`src/design/radix_string_to_integer_top_assert.svh`:
```
// Assertion macros for the radix string parser top level.
// Expects i_clk and i_rst_n in the scope where the macros are used.
`ifndef RADIX_STRING_TO_INTEGER_TOP_ASSERT_SVH
`define RADIX_STRING_TO_INTEGER_TOP_ASSERT_SVH

// Same-cycle implication, disabled during reset
`define RSTI_ASSERT(lbl, ante, cons, msg) \
    lbl: assert property (@(posedge i_clk) disable iff (!i_rst_n) (ante) |-> (cons)) \
        else $error(msg);

// Next-cycle implication, disabled during reset
`define RSTI_ASSERT_NEXT(lbl, ante, cons, msg) \
    lbl: assert property (@(posedge i_clk) disable iff (!i_rst_n) (ante) |=> (cons)) \
        else $error(msg);

`endif

```
`src/design/rsti_pkg.sv`:
```
// Shared types, constants and the digit decoder for the radix string parser.
// No dependencies; imported by the top level, the controller and the datapath.
package rsti_pkg;

    localparam int ACC_WIDTH_DEF = 64;
    localparam int BASE_W        = 7;   // bases up to 64
    localparam int CNT_W         = $clog2(BASE_W);
    localparam int DIGIT_W       = 6;
    localparam int APB_ADDR_W    = 3;
    localparam int APB_DATA_W    = 32;

    localparam logic [7:0] RADIX_RESET    = 8'd10;
    localparam logic [7:0] BASE_MIN       = 8'd2;
    localparam logic [7:0] BASE_MAX       = 8'd64;
    localparam logic [7:0] BASE_ALNUM_MAX = 8'd36;
    localparam logic [7:0] BASE_FOLD_MAX  = 8'd38;

    localparam logic [7:0] CH_NUL = 8'h00;
    localparam logic [7:0] CH_DOT = 8'h2E;
    localparam logic [7:0] CH_0   = 8'h30;
    localparam logic [7:0] CH_9   = 8'h39;
    localparam logic [7:0] CH_UA  = 8'h41;
    localparam logic [7:0] CH_UZ  = 8'h5A;
    localparam logic [7:0] CH_LA  = 8'h61;

    // Offsets that close the gaps between the digit ranges
    localparam logic [7:0] UPPER_SHIFT      = CH_UA - CH_9 - 8'd1;
    localparam logic [7:0] FOLD_LOWER_SHIFT = CH_LA - CH_9 - 8'd1;
    localparam logic [7:0] LOWER_SHIFT      = (CH_LA - CH_UZ - 8'd1) + UPPER_SHIFT;

    localparam logic [APB_ADDR_W-1:0] ADDR_RADIX = 3'd0;

    typedef enum logic [1:0] {
        STAT_OK  = 2'd0,
        STAT_ERR = 2'd1,
        STAT_OVF = 2'd2
    } t_status;

    typedef enum logic [1:0] {
        ST_IDLE,
        ST_MUL,
        ST_ADD,
        ST_FIN
    } t_state;

    typedef struct packed {
        logic take;
        logic mul_step;
        logic add_step;
        logic finish;
    } t_dp_cmd;

    typedef struct packed {
        logic is_nul;
        logic go_mul;
        logic mul_done;
    } t_dp_sts;

    typedef struct packed {
        logic               ok;
        logic [DIGIT_W-1:0] value;
    } t_digit;

    function automatic t_digit digit_decode(logic [7:0] c, logic [7:0] base);
        logic [7:0] v;
        logic [7:0] off;
        logic       ok;
        t_digit     res;
        ok = 1'b1;
        v  = c;
        if (c[7]) begin
            ok = 1'b0;
        end else if (c >= CH_LA) begin
            v = (base <= BASE_FOLD_MAX) ? c - FOLD_LOWER_SHIFT : c - LOWER_SHIFT;
        end else if (c > CH_UZ) begin
            ok = 1'b0;
        end else if (c >= CH_UA) begin
            v = c - UPPER_SHIFT;
        end else if (c > CH_9) begin
            ok = 1'b0;
        end
        off = (base > BASE_ALNUM_MAX) ? CH_DOT : CH_0;
        if (v < off) begin
            ok = 1'b0;
        end
        v = v - off;
        if (v >= base) begin
            ok = 1'b0;
        end
        res.ok    = ok;
        res.value = v[DIGIT_W-1:0];
        return res;
    endfunction

endpackage

```
`src/design/rsti_char_if.sv`:
```
// Input byte channel: valid/ready handshake carrying one string byte.
// Standalone interface, no dependencies.
interface rsti_char_if;
    logic       valid;
    logic       ready;
    logic [7:0] char_byte;

    modport source (output valid, output char_byte, input ready);
    modport sink   (input valid, input char_byte, output ready);
endinterface

```
`src/design/rsti_result_if.sv`:
```
// Result channel: valid/ready handshake carrying the parsed value and status.
// Standalone interface; VALUE_W follows the accumulator width.
interface rsti_result_if #(
    parameter int VALUE_W = 64
);
    logic               valid;
    logic               ready;
    logic [VALUE_W-1:0] value;
    logic [1:0]         status;

    modport source (output valid, output value, output status, input ready);
    modport sink   (input valid, input value, input status, output ready);
endinterface

```
`src/design/radix_string_to_integer_top.sv`:
```
// Top level of the radix string parser: APB radix register, controller, datapath.
// Depends on rsti_pkg, rsti_char_if, rsti_result_if, rsti_ctrl, rsti_dpath.
//
//   port      dir   handshake       carries
//   i_char    in    valid/ready     char_byte [7:0]
//   o_res     out   valid/ready     value [ACC_WIDTH-1:0], status [1:0]
//   APB       in    psel/penable    radix at byte address 0
//
// A digit byte is accepted and decoded, then takes seven shift-add steps over
// the base bits, then one step to add the digit and check the carry.
// A byte that is ignored after a fault, or a bad digit, is accepted without a multiply.
// A NUL moves to the finish state, which waits for the result register to empty.
// Synchronous active-low reset clears the state; radix resets to 10.
`include "radix_string_to_integer_top_assert.svh"

module radix_string_to_integer_top
    import rsti_pkg::*;
#(
    parameter int ACC_WIDTH = ACC_WIDTH_DEF
) (
    input  logic                  i_clk,
    input  logic                  i_rst_n,
    rsti_char_if.sink             i_char,
    rsti_result_if.source         o_res,
    input  logic                  i_psel,
    input  logic                  i_penable,
    input  logic                  i_pwrite,
    input  logic [APB_ADDR_W-1:0] i_paddr,
    input  logic [APB_DATA_W-1:0] i_pwdata,
    output logic [APB_DATA_W-1:0] o_prdata,
    output logic                  o_pready
);

    logic [7:0]           r_radix;
    logic                 w_radix_sel;
    logic                 w_in_ready;
    logic                 w_out_valid;
    t_dp_cmd              w_cmd;
    t_dp_sts              w_sts;
    logic [ACC_WIDTH-1:0] w_value;
    logic [1:0]           w_status;

    // low two address bits select a byte within the word and are ignored
    assign w_radix_sel = (i_paddr[APB_ADDR_W-1:2] == ADDR_RADIX[APB_ADDR_W-1:2]);
    assign o_pready    = 1'b1;
    assign o_prdata    = w_radix_sel ? {{(APB_DATA_W - 8){1'b0}}, r_radix} : '0;

    always_ff @(posedge i_clk) begin
        if (!i_rst_n) begin
            r_radix <= RADIX_RESET;
        end else if (i_psel && i_penable && i_pwrite && w_radix_sel) begin
            r_radix <= i_pwdata[7:0];
        end
    end

    rsti_ctrl u_ctrl (
        .i_clk       (i_clk),
        .i_rst_n     (i_rst_n),
        .i_in_valid  (i_char.valid),
        .o_in_ready  (w_in_ready),
        .o_out_valid (w_out_valid),
        .i_out_ready (o_res.ready),
        .i_sts       (w_sts),
        .o_cmd       (w_cmd)
    );

    rsti_dpath #(
        .ACC_WIDTH (ACC_WIDTH)
    ) u_dpath (
        .i_clk       (i_clk),
        .i_rst_n     (i_rst_n),
        .i_char_byte (i_char.char_byte),
        .i_radix     (r_radix),
        .i_cmd       (w_cmd),
        .o_sts       (w_sts),
        .o_value     (w_value),
        .o_status    (w_status)
    );

    assign i_char.ready = w_in_ready;
    assign o_res.valid  = w_out_valid;
    assign o_res.value  = w_value;
    assign o_res.status = w_status;

    `RSTI_ASSERT(a_fault_value_zero, o_res.valid && (o_res.status != STAT_OK), o_res.value == '0, "faulted result carries a nonzero value")
    `RSTI_ASSERT_NEXT(a_nul_blocks_input, i_char.valid && i_char.ready && (i_char.char_byte == CH_NUL), !i_char.ready, "input taken while a result is being formed")
    `RSTI_ASSERT(a_nul_gives_result, i_char.valid && i_char.ready && (i_char.char_byte == CH_NUL) && !o_res.valid, ##2 o_res.valid, "terminator did not produce a result")

endmodule

```
`src/design/rsti_ctrl.sv`:
```
// Controller state machine for the radix string parser.
// Depends on rsti_pkg; drives the datapath by command struct.
module rsti_ctrl
    import rsti_pkg::*;
(
    input  logic    i_clk,
    input  logic    i_rst_n,
    input  logic    i_in_valid,
    output logic    o_in_ready,
    output logic    o_out_valid,
    input  logic    i_out_ready,
    input  t_dp_sts i_sts,
    output t_dp_cmd o_cmd
);

    t_state r_state;
    t_state n_state;
    logic   r_out_valid;
    logic   n_out_valid;
    logic   w_accept;
    logic   w_finish;

    assign w_accept = (r_state == ST_IDLE) && i_in_valid;
    assign w_finish = (r_state == ST_FIN) && (!r_out_valid || i_out_ready);

    always_comb begin
        n_state = r_state;
        case (r_state)
            ST_IDLE: begin
                if (w_accept && i_sts.is_nul) begin
                    n_state = ST_FIN;
                end else if (w_accept && i_sts.go_mul) begin
                    n_state = ST_MUL;
                end
            end
            ST_MUL: begin
                if (i_sts.mul_done) begin
                    n_state = ST_ADD;
                end
            end
            ST_ADD: begin
                n_state = ST_IDLE;
            end
            ST_FIN: begin
                if (w_finish) begin
                    n_state = ST_IDLE;
                end
            end
            default: begin
                n_state = ST_IDLE;
            end
        endcase
    end

    always_comb begin
        o_in_ready     = (r_state == ST_IDLE);
        o_cmd.take     = w_accept && !i_sts.is_nul;
        o_cmd.mul_step = (r_state == ST_MUL);
        o_cmd.add_step = (r_state == ST_ADD);
        o_cmd.finish   = w_finish;
        // load the result register, or drop it once the transaction completes
        if (w_finish) begin
            n_out_valid = 1'b1;
        end else if (i_out_ready) begin
            n_out_valid = 1'b0;
        end else begin
            n_out_valid = r_out_valid;
        end
    end

    assign o_out_valid = r_out_valid;

    always_ff @(posedge i_clk) begin
        if (!i_rst_n) begin
            r_state     <= ST_IDLE;
            r_out_valid <= 1'b0;
        end else begin
            r_state     <= n_state;
            r_out_valid <= n_out_valid;
        end
    end

endmodule

```
`src/design/rsti_dpath.sv`:
```
// Datapath: digit decode, shift-add multiply by the base, digit add, result register.
// Depends on rsti_pkg; sequenced by rsti_ctrl.
module rsti_dpath
    import rsti_pkg::*;
#(
    parameter int ACC_WIDTH = ACC_WIDTH_DEF
) (
    input  logic                 i_clk,
    input  logic                 i_rst_n,
    input  logic [7:0]           i_char_byte,
    input  logic [7:0]           i_radix,
    input  t_dp_cmd              i_cmd,
    output t_dp_sts              o_sts,
    output logic [ACC_WIDTH-1:0] o_value,
    output logic [1:0]           o_status
);

    localparam int PW = ACC_WIDTH + BASE_W;

    logic [ACC_WIDTH-1:0] r_acc;
    logic [ACC_WIDTH-1:0] n_acc;
    t_status              r_status;
    t_status              n_status;
    logic                 r_seen;
    logic                 n_seen;
    logic [BASE_W-1:0]    r_base;
    logic [DIGIT_W-1:0]   r_digit;
    logic [PW-1:0]        r_prod;
    logic [CNT_W-1:0]     r_bit_cnt;
    logic [ACC_WIDTH-1:0] r_out_value;
    t_status              r_out_status;
    t_status              w_final_status;
    t_digit               w_dig;
    logic                 w_base_ok;
    logic                 w_is_nul;
    logic [ACC_WIDTH:0]   w_sum;

    assign w_is_nul  = (i_char_byte == CH_NUL);
    assign w_base_ok = (i_radix >= BASE_MIN) && (i_radix <= BASE_MAX);
    assign w_dig     = digit_decode(i_char_byte, i_radix);
    assign w_sum     = {1'b0, r_prod[ACC_WIDTH-1:0]}
                     + {{(ACC_WIDTH + 1 - DIGIT_W){1'b0}}, r_digit};

    assign o_sts.is_nul   = w_is_nul;
    assign o_sts.go_mul   = !w_is_nul && (r_status == STAT_OK) && w_base_ok && w_dig.ok;
    assign o_sts.mul_done = (r_bit_cnt == '0);

    always_comb begin
        if (r_status != STAT_OK) begin
            w_final_status = r_status;
        end else if (!r_seen || !w_base_ok) begin
            w_final_status = STAT_ERR;
        end else begin
            w_final_status = STAT_OK;
        end
    end

    always_comb begin
        n_acc    = r_acc;
        n_status = r_status;
        n_seen   = r_seen;
        if (i_cmd.take) begin
            n_seen = 1'b1;
            if ((r_status == STAT_OK) && (!w_base_ok || !w_dig.ok)) begin
                n_status = STAT_ERR;
            end
        end
        if (i_cmd.add_step) begin
            // high product bits or a carry out of the digit add mean wrap
            if ((|r_prod[PW-1:ACC_WIDTH]) || w_sum[ACC_WIDTH]) begin
                n_status = STAT_OVF;
            end else begin
                n_acc = w_sum[ACC_WIDTH-1:0];
            end
        end
        if (i_cmd.finish) begin
            n_acc    = '0;
            n_status = STAT_OK;
            n_seen   = 1'b0;
        end
    end

    always_ff @(posedge i_clk) begin
        if (!i_rst_n) begin
            r_acc    <= '0;
            r_status <= STAT_OK;
            r_seen   <= 1'b0;
        end else begin
            r_acc    <= n_acc;
            r_status <= n_status;
            r_seen   <= n_seen;
        end
    end

    // MSB-first shift-add over the base bits
    always_ff @(posedge i_clk) begin
        if (i_cmd.take) begin
            r_base    <= i_radix[BASE_W-1:0];
            r_digit   <= w_dig.value;
            r_prod    <= '0;
            r_bit_cnt <= CNT_W'(BASE_W - 1);
        end else if (i_cmd.mul_step) begin
            r_prod    <= {r_prod[PW-2:0], 1'b0}
                       + (r_base[r_bit_cnt] ? {{BASE_W{1'b0}}, r_acc} : PW'(0));
            r_bit_cnt <= r_bit_cnt - 1'b1;
        end
    end

    always_ff @(posedge i_clk) begin
        if (i_cmd.finish) begin
            r_out_status <= w_final_status;
            r_out_value  <= (w_final_status == STAT_OK) ? r_acc : '0;
        end
    end

    assign o_value  = r_out_value;
    assign o_status = r_out_status;

endmodule
```
`src/flat_wrapper.sv`:
```
// flat-port wrapper written by rule: the top's interface ports become plain ports
module radix_string_to_integer_top_flat import rsti_pkg::*;
#(
    parameter int ACC_WIDTH = ACC_WIDTH_DEF
)
  (i_clk, i_rst_n, i_psel, i_penable, i_pwrite, i_paddr, i_pwdata, o_prdata, o_pready, i_char_valid, i_char_char_byte, i_char_ready, o_res_valid, o_res_value, o_res_status, o_res_ready);
  rsti_char_if i_char_i ();
  rsti_result_if o_res_i ();
  input  logic i_clk;
  input  logic i_rst_n;
  input  logic i_psel;
  input  logic i_penable;
  input  logic i_pwrite;
  input  logic [APB_ADDR_W-1:0] i_paddr;
  input  logic [APB_DATA_W-1:0] i_pwdata;
  output logic [APB_DATA_W-1:0] o_prdata;
  output logic o_pready;
  input wire logic [$bits(i_char_i.valid)-1:0] i_char_valid;
  input wire logic [$bits(i_char_i.char_byte)-1:0] i_char_char_byte;
  output wire logic [$bits(i_char_i.ready)-1:0] i_char_ready;
  output wire logic [$bits(o_res_i.valid)-1:0] o_res_valid;
  output wire logic [$bits(o_res_i.value)-1:0] o_res_value;
  output wire logic [$bits(o_res_i.status)-1:0] o_res_status;
  input wire logic [$bits(o_res_i.ready)-1:0] o_res_ready;
  assign i_char_i.valid = i_char_valid;
  assign i_char_i.char_byte = i_char_char_byte;
  assign i_char_ready = i_char_i.ready;
  assign o_res_valid = o_res_i.valid;
  assign o_res_value = o_res_i.value;
  assign o_res_status = o_res_i.status;
  assign o_res_i.ready = o_res_ready;
  radix_string_to_integer_top #(.ACC_WIDTH(ACC_WIDTH)) u_core (.i_clk(i_clk), .i_rst_n(i_rst_n), .i_char(i_char_i), .o_res(o_res_i), .i_psel(i_psel), .i_penable(i_penable), .i_pwrite(i_pwrite), .i_paddr(i_paddr), .i_pwdata(i_pwdata), .o_prdata(o_prdata), .o_pready(o_pready));
endmodule
```
`config.mk`:
```
export PLATFORM = sky130hd
export DESIGN_NAME = radix_string_to_integer_top_flat
export DESIGN_NICKNAME = d
export VERILOG_FILES = /design/src/design/rsti_pkg.sv /design/src/design/rsti_char_if.sv /design/src/design/rsti_result_if.sv /design/src/design/radix_string_to_integer_top.sv /design/src/design/rsti_ctrl.sv /design/src/design/rsti_dpath.sv /design/src/flat_wrapper.sv
export VERILOG_INCLUDE_DIRS = /design/src /design/src/design
export SDC_FILE = /design/constraint.sdc
export NUM_CORES = 1
export LEC_CHECK = 0
export BUFFER_PORTS_ARGS = -buffer_cell sky130_fd_sc_hd__buf_4
export CAP_MARGIN = 30
export CORE_MARGIN = 2
export CORE_UTILIZATION = 49
export CTS_BUF_LIST = sky130_fd_sc_hd__clkbuf_4
export DETAILED_ROUTE_END_ITERATION = 12
export GPL_TIMING_DRIVEN = 1
export PLACE_DENSITY_LB_ADDON = 0.25
export SKIP_LAST_GASP = 1
export SLEW_MARGIN = 10
export SYNTH_ARGS = -nofsm -noshare
export SYNTH_HDL_FRONTEND = slang
export SYNTH_SLANG_ARGS = --single-unit
```
`constraint.sdc`:
```
create_clock -name i_clk -period 8.2 [get_ports i_clk]
set_input_delay 1.23 -clock i_clk [delete_from_list [all_inputs] [get_ports i_clk]]
set_output_delay 1.23 -clock i_clk [all_outputs]
set_load 0.01 [all_outputs]
```
==> impl_metrics.py <==
metrics = {
    "critical_path": {
        "end_kind": "flop",
        "path_max_fanout": 33,
        "r2r_cells": 15,
        "worstPathRequired_ps": 8780,
        "start_kind": "flop",
        "critPathKind": "reg2reg",
        "crit_arrival_ps": 6000,
        "rrSetupSlack_ps": 2790,
    },
    "synth": {
        "yosysWarnings": 0,
        "syn_area_per_cell_um2": 8.40,
        "synth_cell_types": 74,
        "synth-seq-cells": 231,
        "synth_edf_count": 79,
        "synthesis.area_mm2": 0.0149,
        "synth_ff_type": "dfxtp_1",
        "async_reset_ff_share_pct": 0,
        "synth_seq_area_share_pct": 36.3,
        "syn_inst": 1776,
    },
    "final_layout": {
        "drive_gt1_share_pct": 12.9,
        "final_common_cell": "nand2_1",
        "layout_common_cells": "nand2_1 (205), dfxtp_1 (152), a21oi_1 (147)",
        "final_cell_area_mm2": 0.0167,
        "final_net_count": 1990,
        "area_growth_pct": 11.8,
    },
    "detailed_routing": {
        "routed_via_density": 5.65,
        "met1_length_um": 16000,
        "drc": 0,
        "firstDrtPassIters": 5,
        "drt-wirelength-per-cell_um": 15.8,
        "drt_iter0_markers": 730,
        "route.met3.wl_um": 2170,
        "wirelength_um": 36100,
        "wl_met2_um": 17200,
        "num_vias": 12900,
        "top_layer_used": "met4",
        "antenna_left": 0,
    },
    "placed_design": {
        "dpl.hpwl_um": 25600,
        "place.gp.congestion": 0.923,
        "io_buffers": 99,
        "placed_area_mm2": 0.0157,
    },
    "min_path": {
        "holdPathStages": 2,
        "worst_hold_path_type": "reg2reg",
    },
    "pwr": {
        "powerDensity_mw_per_mm2": 159,
        "ir_drop_v": 0.0000854,
        "power_mw": 2.66,
        "p_leak_nw": 6.39,
    },
    "clocking": {
        "cts_tree": "built",
        "htreeDepth": 3,
        "holdBufCountCts": 0,
        "cts_sinks": 231,
        "clockRootBuffer": "clkbuf_4",
        "numCtsBuffers": 66,
        "clkTransAtPathRegs_ps": 70,
        "clockBufferDepth": 3,
        "insertion_delay_ps": 720,
        "cts_setup_buffers": 0,
        "ctsResizeCount": 0,
    },
    "flow_run": {
        "maxCapViolations": 0,
    },
    "die": {
        "start_util_pct": 50.1,
        "rows": 63,
        "die_y_um": 178,
        "dieWidth_um": 178,
        "io_pins": 151,
        "die_area_mm2": 0.0319,
        "core_mm2": 0.0298,
    },
    "grt": {
        "grt_overflow": 0,
        "grt_max_degree": 76,
        "grt_pass1_vias": 12200,
        "antenna_found_initial": 2,
        "grt_usage_pct": 23.0,
        "grt_pass1_wl_um": 59700,
    },
    "timing": {
        "finalCritPeriodShare_pct": 66.0,
        "fin_worst_skew_ps": 64.3,
        "hold_viol_final": 0,
        "setup_viol": 0,
        "rsz0062_at_grt": "false",
        "fmax_ghz": 0.185,
        "tightest_slew_ps": 932,
        "maxSlewHeadroom_pct": 37.9,
        "tns_ps": 0,
        "slew_violations": 0,
        "period_minus_slack_ps": 5410,
    },
    "outcome": {
        "status": "completed",
    },
}
==> report_power, final <==
part	switching, mW	internal [mW]	total, mW
clock	0.509	0.672	1.18
combinational	0.162	0.0877	0.250
sequential	0.0196	1.21	1.23
==> kinds of logic (layout without fill, tap and decap cells) <==
group | count (synthesis) | count (layout) | share of synthesized area [%]
simple gates | 692 | 692 | 22.9
xor+xnor | 129 | 129 | 7.57
buf+inv | 180 | 279 | 5.36
flops | 231 | 231 | 36.3
compound gates | 442 | 442 | 19.2
fa+ha+maj | 95 | 95 | 8.17
mux | 5 | 5 | 0.419
other cells | 2 | 26 | 0.0503
==> state kept, by name (all words and copies together), names as in the netlist <==
name                       cells
u_core.u_dpath.r_status        2
u_core.u_dpath.r_digit         6
u_core.u_dpath.r_base          7
u_core.u_dpath.r_seen          1
u_core.u_dpath.r_bit_cnt       3
u_core.u_dpath.o_status        2
u_core.u_dpath.o_value        64
u_core.u_ctrl.o_out_valid      1
u_core.r_radix                 8
u_core.u_dpath.r_acc          64
u_core.u_ctrl.r_state          2
u_core.u_dpath.r_prod         71
==> worst paths after layout <==
path                                    start                        end
setup / recovery  u_core.u_dpath.r_bit_cnt[0]  u_core.u_dpath.r_prod[66]
hold / removal        u_core.u_dpath.r_acc[5]    u_core.u_dpath.r_acc[5]
setup reg to reg  u_core.u_dpath.r_bit_cnt[0]  u_core.u_dpath.r_prod[66]
hold reg to reg       u_core.u_dpath.r_acc[5]    u_core.u_dpath.r_acc[5]
==> critical path, stage by stage, from the launching register on <==
cell and delay (ps):
dfxtp_1 420, mux4_2 550, o21ai_4 700, buf_4 500, nor2b_1 130, ha_1 380
a21oi_1 300, o21ai_0 150, a41oi_1 250, a311oi_1 180, nor4b_1 780, a21oi_2 230
o2111ai_2 340, a21oi_1 130, xnor2_1 160, a21oi_1 80
==> synthesized netlist by cell type (all sizes together) (4+ instances only) <==
library cell / n / area, um2
nand4: 34 / 213
and2: 74 / 463
fa: 4 / 80.1
dfxtp: 152 / 3040
nand2b: 10 / 62.6
nor4: 10 / 62.6
ha: 91 / 1140
a21o: 44 / 330
o2111ai: 5 / 50.0
nor2b: 76 / 475
a211oi: 68 / 528
o31a: 6 / 52.6
nor3b: 6 / 45.0
a31oi: 21 / 131
nor2: 139 / 522
clkbuf: 78 / 294
o21a: 6 / 45.0
a311oi: 5 / 43.8
a221oi: 6 / 52.6
inv: 49 / 184
o31ai: 6 / 45.0
nor3: 24 / 120
and4: 6 / 52.6
edfxtp: 79 / 2370
a41oi: 4 / 42.6
o21bai: 7 / 52.6
or3: 7 / 43.8
o21ai: 70 / 350
o211ai: 13 / 97.6
xnor2: 57 / 499
nand3: 59 / 295
nand2: 206 / 776
buf: 52 / 318
a21boi: 13 / 97.6
a21oi: 148 / 744
mux2i: 4 / 40.0
and3: 21 / 131
xor2: 72 / 631
nand3b: 6 / 45.0
==> per-stage QoR <==
stage	hold WS [ps]	instances	utilization [%]	setup WS, ps
2_1_floorplan	432	1799	-	3260
4_1_cts	465	2288	56.0	2810
6_report	465	2289	56.0	2790
5_1_grt	476	2289	56.0	2300
3_5_place_dp	451	2167	52.8	2770
3_3_place_gp	448	2167	52.8	2800
==> metal layers <==
metal / vias up / global-route usage (%)
li1: 6467 / -
met1: 6055 / 29.3
met2: 356 / 39.1
met3: 66 / 4.52
met4: 0 / 7.22
met5: - / 0
==> cell type report <==
class                      count  area, um2
fill                        2752      13100
multi-input combinational   1388       8840
sequential                   231       5420
timing repair buffer         108        811
clock buffer                 104        781
tap                          390        488
inverter                      50        188
clock inverter                17        155
antenna                        1       2.50
Power figures use the tool's default switching activity.
